## src/design/msp_frame_parser_defines.svh

```systemverilog
// Assertion helpers shared by the frame parser modules.
`ifndef MSP_FRAME_PARSER_DEFINES_SVH
`define MSP_FRAME_PARSER_DEFINES_SVH

// Consequent must hold in the same cycle as the antecedent.
`define MSP_ASSERT_SAME(label, clk, rst, ante, cons, msg) \
   label: assert property (@(posedge clk) disable iff (rst) (ante) |-> (cons)) \
      else $error(msg);

// Consequent must hold in the cycle after the antecedent.
`define MSP_ASSERT_NEXT(label, clk, rst, ante, cons, msg) \
   label: assert property (@(posedge clk) disable iff (rst) (ante) |=> (cons)) \
      else $error(msg);

`endif

```

## src/design/msp_pkg.sv

```systemverilog
package msp_pkg;

   // Framing characters.
   localparam logic [7:0] CH_DOLLAR = 8'h24;
   localparam logic [7:0] CH_M      = 8'h4D;
   localparam logic [7:0] CH_GT     = 8'h3E;
   localparam logic [7:0] CH_LT     = 8'h3C;

   // Role register values.
   localparam logic ROLE_CLIENT = 1'b0;
   localparam logic ROLE_SERVER = 1'b1;

   // Result kinds.
   localparam logic [1:0] KIND_PAYLOAD  = 2'd0;
   localparam logic [1:0] KIND_SUM_GOOD = 2'd1;
   localparam logic [1:0] KIND_SUM_BAD  = 2'd2;

   // Parser phases.
   typedef enum logic [2:0] {
      PH_IDLE = 3'd0,
      PH_PRE  = 3'd1,
      PH_DIR  = 3'd2,
      PH_LEN  = 3'd3,
      PH_CMD  = 3'd4,
      PH_DATA = 3'd5,
      PH_SUM  = 3'd6
   } phase_type;

   // One result item as it travels from the parser core to the output register.
   typedef struct packed {
      logic       valid;
      logic [1:0] kind;
      logic [7:0] message_id;
      logic [7:0] payload_byte;
      logic [7:0] byte_index;
      logic [7:0] frame_length;
   } msp_result_type;

endpackage

```

## src/design/msp_parse_core.sv

```systemverilog
`include "msp_frame_parser_defines.svh"

module msp_parse_core
   import msp_pkg::*;
(
   input  logic           clock,
   input  logic           reset,
   input  logic           csr_write,
   input  logic           csr_role,
   input  logic           byte_valid,
   input  logic           step,
   input  logic [7:0]     rx_byte,
   output msp_result_type result
);

   phase_type  phase_ff, phase_in;
   logic       role_ff, role_in;
   logic [7:0] declared_length_ff, declared_length_in;
   logic [7:0] message_code_ff, message_code_in;
   logic [7:0] running_xor_ff, running_xor_in;
   logic [7:0] received_count_ff, received_count_in;
   logic [7:0] xor_next;
   logic [7:0] count_next;
   logic       dir_ok;

   assign xor_next   = running_xor_ff ^ rx_byte;
   assign count_next = received_count_ff + 8'd1;
   assign dir_ok     = ((rx_byte == CH_GT) && (role_ff == ROLE_CLIENT)) ||
                       ((rx_byte == CH_LT) && (role_ff == ROLE_SERVER));

   // Role register; a new role takes effect at the next direction byte.
   assign role_in = csr_write ? csr_role : role_ff;

   // Next phase.
   always_comb begin
      phase_in = phase_ff;
      if (step) begin
         case (phase_ff)
            PH_IDLE: phase_in = (rx_byte == CH_DOLLAR) ? PH_PRE : PH_IDLE;
            PH_PRE:  phase_in = (rx_byte == CH_M) ? PH_DIR : PH_IDLE;
            PH_DIR:  phase_in = dir_ok ? PH_LEN : PH_IDLE;
            PH_LEN:  phase_in = PH_CMD;
            PH_CMD:  phase_in = (declared_length_ff != 8'd0) ? PH_DATA : PH_SUM;
            PH_DATA: phase_in = (count_next >= declared_length_ff) ? PH_SUM : PH_DATA;
            PH_SUM:  phase_in = PH_IDLE;
            default: phase_in = (rx_byte == CH_DOLLAR) ? PH_PRE : PH_IDLE;
         endcase
      end
   end

   // Frame fields, checksum and payload counter.
   always_comb begin
      declared_length_in = declared_length_ff;
      message_code_in    = message_code_ff;
      running_xor_in     = running_xor_ff;
      received_count_in  = received_count_ff;
      if (step) begin
         case (phase_ff)
            PH_LEN: begin
               running_xor_in     = rx_byte;
               declared_length_in = rx_byte;
               received_count_in  = 8'd0;
            end
            PH_CMD: begin
               running_xor_in  = xor_next;
               message_code_in = rx_byte;
            end
            PH_DATA: begin
               running_xor_in    = xor_next;
               received_count_in = count_next;
            end
            PH_SUM: begin
               running_xor_in = xor_next;
            end
            default: begin
               running_xor_in = running_xor_ff;
            end
         endcase
      end
   end

   // Result for the byte held in the input register.
   always_comb begin
      result.valid        = 1'b0;
      result.kind         = KIND_PAYLOAD;
      result.message_id   = message_code_ff;
      result.payload_byte = 8'd0;
      result.byte_index   = 8'd0;
      result.frame_length = declared_length_ff;
      case (phase_ff)
         PH_DATA: begin
            result.valid        = byte_valid;
            result.payload_byte = rx_byte;
            result.byte_index   = received_count_ff;
         end
         PH_SUM: begin
            result.valid = byte_valid;
            result.kind  = (xor_next == 8'd0) ? KIND_SUM_GOOD : KIND_SUM_BAD;
         end
         default: begin
            result.valid = 1'b0;
         end
      endcase
   end

   always_ff @(posedge clock) begin
      if (reset) begin
         phase_ff           <= PH_IDLE;
         role_ff            <= ROLE_CLIENT;
         declared_length_ff <= 8'd0;
         message_code_ff    <= 8'd0;
         running_xor_ff     <= 8'd0;
         received_count_ff  <= 8'd0;
      end else begin
         phase_ff           <= phase_in;
         role_ff            <= role_in;
         declared_length_ff <= declared_length_in;
         message_code_ff    <= message_code_in;
         running_xor_ff     <= running_xor_in;
         received_count_ff  <= received_count_in;
      end
   end

   // The payload counter never passes the declared length.
   `MSP_ASSERT_NEXT(a_count_bound, clock, reset, step && (phase_ff == PH_DATA),
      received_count_ff <= declared_length_ff, "payload count passed declared length")
   // Results come only from payload and checksum bytes.
   `MSP_ASSERT_SAME(a_result_phase, clock, reset, result.valid,
      (phase_ff == PH_DATA) || (phase_ff == PH_SUM), "result outside payload or checksum")
   // A checksum byte always closes the frame.
   `MSP_ASSERT_NEXT(a_sum_closes, clock, reset, step && (phase_ff == PH_SUM),
      phase_ff == PH_IDLE, "parser did not return to hunting after checksum")

endmodule

```

## src/design/msp_out_reg.sv

```systemverilog
module msp_out_reg
   import msp_pkg::*;
(
   input  logic           clock,
   input  logic           reset,
   input  logic           load,
   input  msp_result_type result,
   input  logic           rsp_stall,
   output logic           free,
   output logic           rsp_valid,
   output logic [1:0]     rsp_kind,
   output logic [7:0]     rsp_message_id,
   output logic [7:0]     rsp_payload_byte,
   output logic [7:0]     rsp_byte_index,
   output logic [7:0]     rsp_frame_length
);

   logic           valid_ff, valid_in;
   msp_result_type data_ff, data_in;

   // The register can take a new result when empty or when its result leaves now.
   assign free = !valid_ff || !rsp_stall;

   always_comb begin
      valid_in = valid_ff;
      data_in  = data_ff;
      if (free) begin
         valid_in = load;
         if (load) begin
            data_in = result;
         end
      end
   end

   always_ff @(posedge clock) begin
      if (reset) begin
         valid_ff <= 1'b0;
      end else begin
         valid_ff <= valid_in;
      end
   end

   always_ff @(posedge clock) begin
      data_ff <= data_in;
   end

   assign rsp_valid        = valid_ff;
   assign rsp_kind         = data_ff.kind;
   assign rsp_message_id   = data_ff.message_id;
   assign rsp_payload_byte = data_ff.payload_byte;
   assign rsp_byte_index   = data_ff.byte_index;
   assign rsp_frame_length = data_ff.frame_length;

endmodule

```

## src/design/msp_frame_parser.sv

```systemverilog
// Frame parser for the MultiWii serial protocol, version 1.
// Request channel: one received byte per request on req_rx_byte, taken at a
// clock edge with req_valid high and req_stall low.
// Response channel: payload bytes with their index, then one frame-end
// response per frame carrying the command, declared length and checksum verdict.
// A response is taken at an edge with rsp_valid high and rsp_stall low.
// Bytes that fall outside a frame produce no response.
// csr_role selects which direction character is accepted: 0 client ('>'),
// 1 server ('<'); it is written when csr_valid is high, csr_ready is always high.
// Responses are held in the output register. Throughput: one request per cycle
// unless the receiver stalls, set by the single pass from the input register
// through the parser state machine into the output register.
// When the receiver stalls, the output register holds its response and the
// input register keeps taking a request; req_stall rises once the input
// register holds a byte that cannot move on.
// Reset clears both registers, sets the role to client and resumes hunting for '$'.
`include "msp_frame_parser_defines.svh"

module msp_frame_parser
   import msp_pkg::*;
(
   input  logic       clock,
   input  logic       reset,
   input  logic       req_valid,
   output logic       req_stall,
   input  logic [7:0] req_rx_byte,
   output logic       rsp_valid,
   input  logic       rsp_stall,
   output logic [1:0] rsp_kind,
   output logic [7:0] rsp_message_id,
   output logic [7:0] rsp_payload_byte,
   output logic [7:0] rsp_byte_index,
   output logic [7:0] rsp_frame_length,
   input  logic       csr_valid,
   output logic       csr_ready,
   input  logic       csr_role
);

   logic           in_valid_ff, in_valid_in;
   logic [7:0]     in_byte_ff, in_byte_in;
   logic           advance;
   logic           in_free;
   logic           out_free;
   msp_result_type result;

   assign csr_ready = 1'b1;

   // The held byte moves on unless its response finds the output register busy.
   assign advance   = in_valid_ff && (!result.valid || out_free);
   assign in_free   = !in_valid_ff || advance;
   assign req_stall = !in_free;

   // Input register.
   always_comb begin
      in_valid_in = in_valid_ff;
      in_byte_in  = in_byte_ff;
      if (in_free) begin
         in_valid_in = req_valid;
         if (req_valid) begin
            in_byte_in = req_rx_byte;
         end
      end
   end

   always_ff @(posedge clock) begin
      if (reset) begin
         in_valid_ff <= 1'b0;
      end else begin
         in_valid_ff <= in_valid_in;
      end
   end

   always_ff @(posedge clock) begin
      in_byte_ff <= in_byte_in;
   end

   msp_parse_core u_core (
      .clock      (clock),
      .reset      (reset),
      .csr_write  (csr_valid && csr_ready),
      .csr_role   (csr_role),
      .byte_valid (in_valid_ff),
      .step       (advance),
      .rx_byte    (in_byte_ff),
      .result     (result)
   );

   msp_out_reg u_out (
      .clock            (clock),
      .reset            (reset),
      .load             (advance && result.valid),
      .result           (result),
      .rsp_stall        (rsp_stall),
      .free             (out_free),
      .rsp_valid        (rsp_valid),
      .rsp_kind         (rsp_kind),
      .rsp_message_id   (rsp_message_id),
      .rsp_payload_byte (rsp_payload_byte),
      .rsp_byte_index   (rsp_byte_index),
      .rsp_frame_length (rsp_frame_length)
   );

   // Stall is raised only while a byte waits for a busy output register.
   `MSP_ASSERT_SAME(a_stall_cause, clock, reset, req_stall,
      in_valid_ff && result.valid && rsp_valid && rsp_stall, "stall without a blocked response")
   // A response never carries an unused kind code.
   `MSP_ASSERT_SAME(a_kind_code, clock, reset, rsp_valid,
      (rsp_kind == KIND_PAYLOAD) || (rsp_kind == KIND_SUM_GOOD) || (rsp_kind == KIND_SUM_BAD),
      "response with unused kind code")

endmodule

```

## config.mk

```make
export PLATFORM = sky130hd
export DESIGN_NAME = msp_frame_parser
export DESIGN_NICKNAME = d
export VERILOG_FILES = /design/src/design/msp_pkg.sv /design/src/design/msp_parse_core.sv /design/src/design/msp_out_reg.sv /design/src/design/msp_frame_parser.sv
export VERILOG_INCLUDE_DIRS = /design/src /design/src/design
export SDC_FILE = /design/constraint.sdc
export NUM_CORES = 1
export LEC_CHECK = 0
export BUFFER_PORTS_ARGS = -buffer_cell sky130_fd_sc_hd__buf_2
export CORE_MARGIN = 4
export CORE_UTILIZATION = 32
export CTS_CLUSTER_DIAMETER = 30
export DETAILED_ROUTE_END_ITERATION = 12
export GPL_TIMING_DRIVEN = 1
export HOLD_SLACK_MARGIN = 0.06
export MAX_ROUTING_LAYER = met4
export PLACE_DENSITY = 0.55
export SYNTH_ARGS = -nofsm -noshare
export SYNTH_HDL_FRONTEND = slang
export SYNTH_SLANG_ARGS = --single-unit
```

## constraint.sdc

```tcl
create_clock -name clock -period 8.4 [get_ports clock]
set_input_delay 2.1 -clock clock [delete_from_list [all_inputs] [get_ports clock]]
set_output_delay 2.1 -clock clock [all_outputs]
set_load 0.05 [all_outputs]
```

==> results of run 1 <==
## final cells by class
type                       count  area [um^2]  area share, %
tap                          140          175           4.29
clock inverter                 5         42.5           1.04
clock buffer                  11          174           4.26
inverter                       8         30.0          0.735
timing repair buffer          50          253           6.19
multi-input combinational    238         1390           34.0
sequential                    80         2020           49.5
## kinds of logic (layout without fill, tap and decap cells)
| family | Yosys count | after routing | synth area share, % |
|---|---|---|---|
| simple gates | 138 | 138 | 19.1 |
| fa+ha+maj | 9 | 9 | 3.18 |
| xor+xnor | 16 | 16 | 3.96 |
| flops | 80 | 80 | 57.1 |
| buf+inv | 35 | 74 | 3.96 |
| compound gates | 73 | 73 | 12.3 |
| mux | 1 | 1 | 0.283 |
| other cells | 1 | 1 | 0.106 |
## power by group through the flow
stage | clock network, uW | logic, uW | registers [uW]
final | 300 | 16.1 | 421
after floorplan | 0 | 16.7 | 422
after detailed placement | 0 | 16.2 | 430
after global placement | 0 | 15.7 | 430
after global routing | 324 | 18.0 | 422
after CTS | 310 | 16.2 | 421
## per-layer routing
| metal | vias to the layer above | routed length (um) |
|---|---|---|
| li1 | 1295 | - |
| met1 | 1194 | 3510 |
| met2 | 63 | 3520 |
| met3 | 14 | 389 |
| met4 | 0 | 155 |
| met5 | - | 0 |
## sequential cells by signal, summed over array words and instances (netlist names)
name,count
u_core.message_code_ff,8
u_core.received_count_ff,8
u_out.rsp_kind,2
u_out.rsp_valid,1
in_valid_ff,1
u_out.rsp_frame_length,8
u_core.role_ff,1
u_out.rsp_byte_index,8
u_core.declared_length_ff,8
in_byte_ff,8
u_core.phase_ff,3
u_core.running_xor_ff,8
u_out.rsp_message_id,8
u_out.rsp_payload_byte,8
## final timing paths
check | endpoint | slack [ps] | cells past startpoint
max | req_stall | 3470 | 4
min | u_out.rsp_message_id[7] | 440 | 0
max reg2reg | u_core.phase_ff[0] | 5770 | 9
min reg2reg | u_out.rsp_message_id[7] | 440 | 0
## through the flow
stage,util [%],worst slack [ps],hold WS [ps],cells
after global routing,37.7,3400,447,532
after detailed placement,35.7,3480,420,516
final,37.7,3470,437,532
after CTS,37.7,3470,441,532
after floorplan,-,3360,408,353
after global placement,35.7,3500,414,516
## cells in the final DEF (no fill, tap or decap), drive strengths merged, types with 11 or more instances in the layout
| cell | n |
|---|---|
| nand2 | 65 |
| buf | 50 |
| edfxtp | 42 |
| a21oi | 39 |
| dfxtp | 38 |
| and2 | 19 |
| nand3 | 16 |
| o21ai | 14 |
| nor2 | 11 |
| xor2 | 11 |
| clkbuf | 11 |
| inv | 11 |
==> summary.md, run 1 <==
| Metric | Value |
|---|---|
| Status | `finished clean` |
| Root Buffer | `clkbuf_8` |
| Full die area | `about 13000 um^2` |
| Cells after Synth | `353` |
| Num rows | `38` |
| Synth area leaders | `edfxtp_1 36%, dfxtp_1 21%, nand2_1 6.9%, a21oi_1 5.5%, and2_1 3.4%` |
| Fin crit share | `just under 60%` |
| Share of layout cells above drive strength 1 | `17.9%` |
| Worst Hold Class | `flop to flop` |
| GR peak layer | `met2` |
| Number of CTS-inserted buffers | `9` |
| Critical Path AT | `roughly 2800 ps` |
| Top cell type's share of synthesized area | `between 30% and 40%` |
| Leakage | `between 0.001 and 0.0015 uW` |
| Crit Path Class | `input pin to output port` |
| Ant diodes | `0` |
| Fillers | `1110` |
| Async S/R FF share, synth | `0%` |
| Clk_skew | `8.25 ps` |
| CTS tree | `yes` |
| Synth warn | `0` |
| RePlAce Congestion | `~0.80` |
| Internal power | `566 uW` |
| Hold path startpoint | `u_core.message_code_ff[7]` |
| # setup viols final | `0` |
| Die height | `113 um` |
| Initial core utilization | `32.7%` |
| Worst-path fanout max | `4` |
| Final nets | `410` |
| NetSw | `between 150 and 200 uW` |
| Clock-pin slew on the worst setup and hold paths | `80 ps` |
| Dpl cell area | `3870 um^2` |
| Router iterations before antenna repair | `4` |
| CP peak stage delay | `around 300 ps` |
| Routed len/inst | `between 10 and 15 um` |
| Synthesized flop and latch total | `80` |
| Sw frac | `around a quarter` |
| Hold_buf cts | `0` |
| Crit-path cells | `buf_2 -> nand2_1 -> nor2_1 -> buf_2` |
| Maximum number of pins on one net before global-route repair | `39` |
| Startpoint types | `input pin` |
| Combinational power share | `around 2.2%` |
| PortBufs | `49` |
| Kind of cell adding the most delay to the critical path | `buffers and inverters` |
| Post-CTS setup buffer count | `0` |
| H-tree Lvls | `3` |
| PwrDens | `180 nW/um^2` |
| Post-synth top flop | `edfxtp_1` |
| Register share of total power | `57.1%` |
| Detailed-placement wirelength estimate | `around 5100 um` |
| List of most frequent post-synthesis cells | `65 x nand2_1, 42 x edfxtp_1, 39 x a21oi_1, 38 x dfxtp_1, 21 x clkbuf_1` |
| Register area share after synthesis | `57.1%` |
| Max-slew violations | `0` |
| Min cycle time layout | `between 4000 and 5000 ps` |
| Setup_tns | `0 ps` |
| Clock power share | `40.7%` |
| Area leader, netlist | `edfxtp_1` |
| All-Layer GR Usage | `13.0%` |
| Global routing usage on met3 | `under 10%` |
| Max Cap Violations | `0` |
| Cell area after synthesis | `3540 um^2` |
| Sink Count | `80` |
| Via/cell ratio | `between 4 and 5` |
| Area of the core | `10800 um^2` |
| GR Overflow Total | `0` |
| Met2 usage | `about a fifth` |
| Worst r2r src | `u_core.received_count_ff[0]` |
| Worst EP required | `about 6300 ps` |
| Post_cts resized | `0` |
| Antenna viol nets, final | `0` |
| Post-Route WL | `between 7000 and 8000 um` |
| Final hold violation count | `0` |
| CP max-delay cell | `buf_2` |
| Top Ports | `between 50 and 60` |
| Post-synth EDFFs | `42` |
| Worst Setup SP | `rsp_stall` |
| Clk buf depth | `2` |
| Area grow syn2layout | `15.4%` |
| Initial antenna violation count | `0` |
| Most numerous cell in the Yosys netlist | `nand2_1` |
| Vias | `around 2600` |
| GR Util met1 | `16.3%` |
| First-pass GRT wire length | `approximately 13000 um` |
| Starting DRT DRC Count | `97` |
| Worst Path Buf+Inv | `2` |
| Unique masters post-synth | `44` |
| Vias in the first global route | `roughly 2500` |
| Setup crit end kind | `output port` |
| Syn Nets | `376` |
| Cell mode on critical path | `buf_2` |
| Syn_area_per_cell | `10.0 um^2` |
| Worst-Margin Slew | `1170 ps` |
| Power after layout | `737 uW` |
| Post-route cell area | `4090 um^2` |
| RSZ-0062 raised after global routing | `no` |
| Peak Freq | `between 200 and 250 MHz` |
| Clk Latency, worst-skew pair | `approximately 360 ps` |
| VDD IR max | `between 0.06 and 0.07 mV` |
| Worst rel slew slack | `21.9%` |
| Drt drc | `0` |
| Die width | `approximately 110 um` |
No activity file was read; power rests on OpenSTA's default activity.
==> run 2: changes to the inputs <==
- clock period: 8.4 -> 4.7 ns (I/O delays scaled with it)
==> summary.md, run 2 (same netlist as run 1, synthesis figures left out) <==
| Metric | Value |
|---|---|
| VDD IR max | `approximately 0.12 mV` |
| Num rows | `38` |
| Final std cells w/o fill | `around 530` |
| Maximum number of pins on one net before global-route repair | `39` |
| # setup viols final | `0` |
| Placed cell count | `between 500 and 600` |
| Drt drc | `0` |
| Crit Path Class | `flop to output port` |
| RePlAce Congestion | `about 0.8` |
| H-tree Lvls | `3` |
| Setup crit end kind | `output port` |
| Worst EP required | `about 3500 ps` |
| Max Cap Violations | `0` |
| Final hold violation count | `0` |
| Worst-Margin Slew | `about 1100 ps` |
| Vias | `2567` |
| Worst-path fanout max | `16` |
| RSZ-0062 raised after global routing | `no` |
| Top Ports | `51` |
| Sink Count | `80` |
| Initial antenna violation count | `0` |
| Ant diodes | `0` |
| Initial core utilization | `32.7%` |
| Critical Path AT | `roughly 1900 ps` |
| Vias in the first global route | `roughly 2400` |
| Antenna viol nets, final | `0` |
| Area of the core | `around 11000 um^2` |
| First-pass GRT wire length | `roughly 12000 um` |
| Post-CTS setup buffer count | `0` |
| Post_cts resized | `0` |
| All-Layer GR Usage | `about an eighth` |
| Min cycle time layout | `between 3000 and 4000 ps` |
| Post-Route WL | `7650 um` |
| Worst slack, placed | `roughly 1600 ps` |
| Area occupied by multi-input gates | `around 1400 um^2` |
| Area grow syn2layout | `14.2%` |
| PwrDens | `approximately 300 nW/um^2` |
| Clk buf depth | `2` |
| Setup_tns | `0 ps` |
| GR Overflow Total | `0` |
| Via/cell ratio | `4.82` |
| Routed len/inst | `about 14 um` |
| Status | `finished clean` |
| Most common cell after layout, fill and taps aside | `nand2_1` |
| Die width | `around 110 um` |
| Leakage | `0.00132 uW` |
| Hold_buf cts | `0` |
| Clock-pin slew on the worst setup and hold paths | `80 ps` |
| Clk Latency, worst-skew pair | `between 300 and 400 ps` |
| Worst Hold Class | `flop to flop` |
| WHS | `436 ps` |
| Die height | `around 110 um` |
| Starting DRT DRC Count | `between 80 and 90` |
| Final nets | `just over 400` |
| Post-Route Utilization | `between 30% and 40%` |
| Fillers | `around 1100` |
| CTS tree | `yes` |
| Clk_skew | `roughly 6.4 ps` |
| Commonest cells after routing, fill and taps aside | `65 x nand2_1, 49 x buf_2, 42 x edfxtp_1` |
| Detailed-placement wirelength estimate | `approximately 5200 um` |
| Share of layout cells above drive strength 1 | `17.6%` |
| Number of CTS-inserted buffers | `9` |
| Root Buffer | `clkbuf_8` |
| Fin crit share | `between 60% and 70%` |
| Max-slew violations | `0` |
| Worst rel slew slack | `between 20% and 30%` |
| Startpoint types | `flop` |
| Full die area | `between 10000 and 15000 um^2` |
| Router iterations before antenna repair | `4` |
| Sequential standard cell area | `2020 um^2` |
| Peak Freq | `roughly 320 MHz` |
| PortBufs | `just under 50` |
| Setup ws final | `between 1500 and 2000 ps` |
-- run 2: changes by cell type in the layout (fill, tap and decap cells not counted) --
cell and change:
inv_6 -2, clkbuf_1 +2, clkinvlp_4 +2, clkbuf_16 -2
clkinv_2 +1, inv_8 -1, buf_4 +1
-- run 2: metrics by stage --
stage	instance area, um^2	power [uW]
final	4040	1220
after global routing	4040	1270
after CTS	4040	1240
after detailed placement	3880	798
after global placement	3880	797
after floorplan	3540	783
-- run 2: final timing paths --
path	slack, ps	to	startpoint	cells past startpoint
max	1600	req_stall	u_core.phase_ff[0]	4
min	440	u_out.rsp_message_id[1]	u_core.message_code_ff[1]	0
min reg2reg	440	u_out.rsp_message_id[1]	u_core.message_code_ff[1]	0
max reg2reg	2130	u_core.phase_ff[0]	u_core.received_count_ff[0]	9
-- run 2: area by class of cell --
class	instances	area share [%]
flip-flops and latches	80	50.0
multi-input cells	238	34.4
repair buffers	51	6.44
well taps	140	4.33
clock buffers	11	3.25
clock inverters	5	0.836
inverters	8	0.743
-- run 2: per-layer routing --
metal / part of all wire [%] / vias up / track usage, % / routed length (um)
met5: 0 / - / - / 0
met4: 2.5 / 0 / 6.17 / 193
met1: 45 / 1182 / 15.9 / 3460
li1: - / 1298 / - / -
met3: 5.9 / 15 / 3.26 / 455
met2: 46 / 72 / 18.4 / 3550
-- run 2: report_power, final --
group / switching [uW] / leakage, uW / internal [uW]
clock: 250 / 0.0000793 / 191
sequential: 17.1 / 0.000657 / 736
combinational: 17.5 / 0.000582 / 11.4
-- run 2: worst max-delay path, stage by stage, from the launching register on --
cell,delay (ps)
dfxtp_1,640
xnor2_1,160
nand3b_1,260
nor2_1,210
buf_2,300
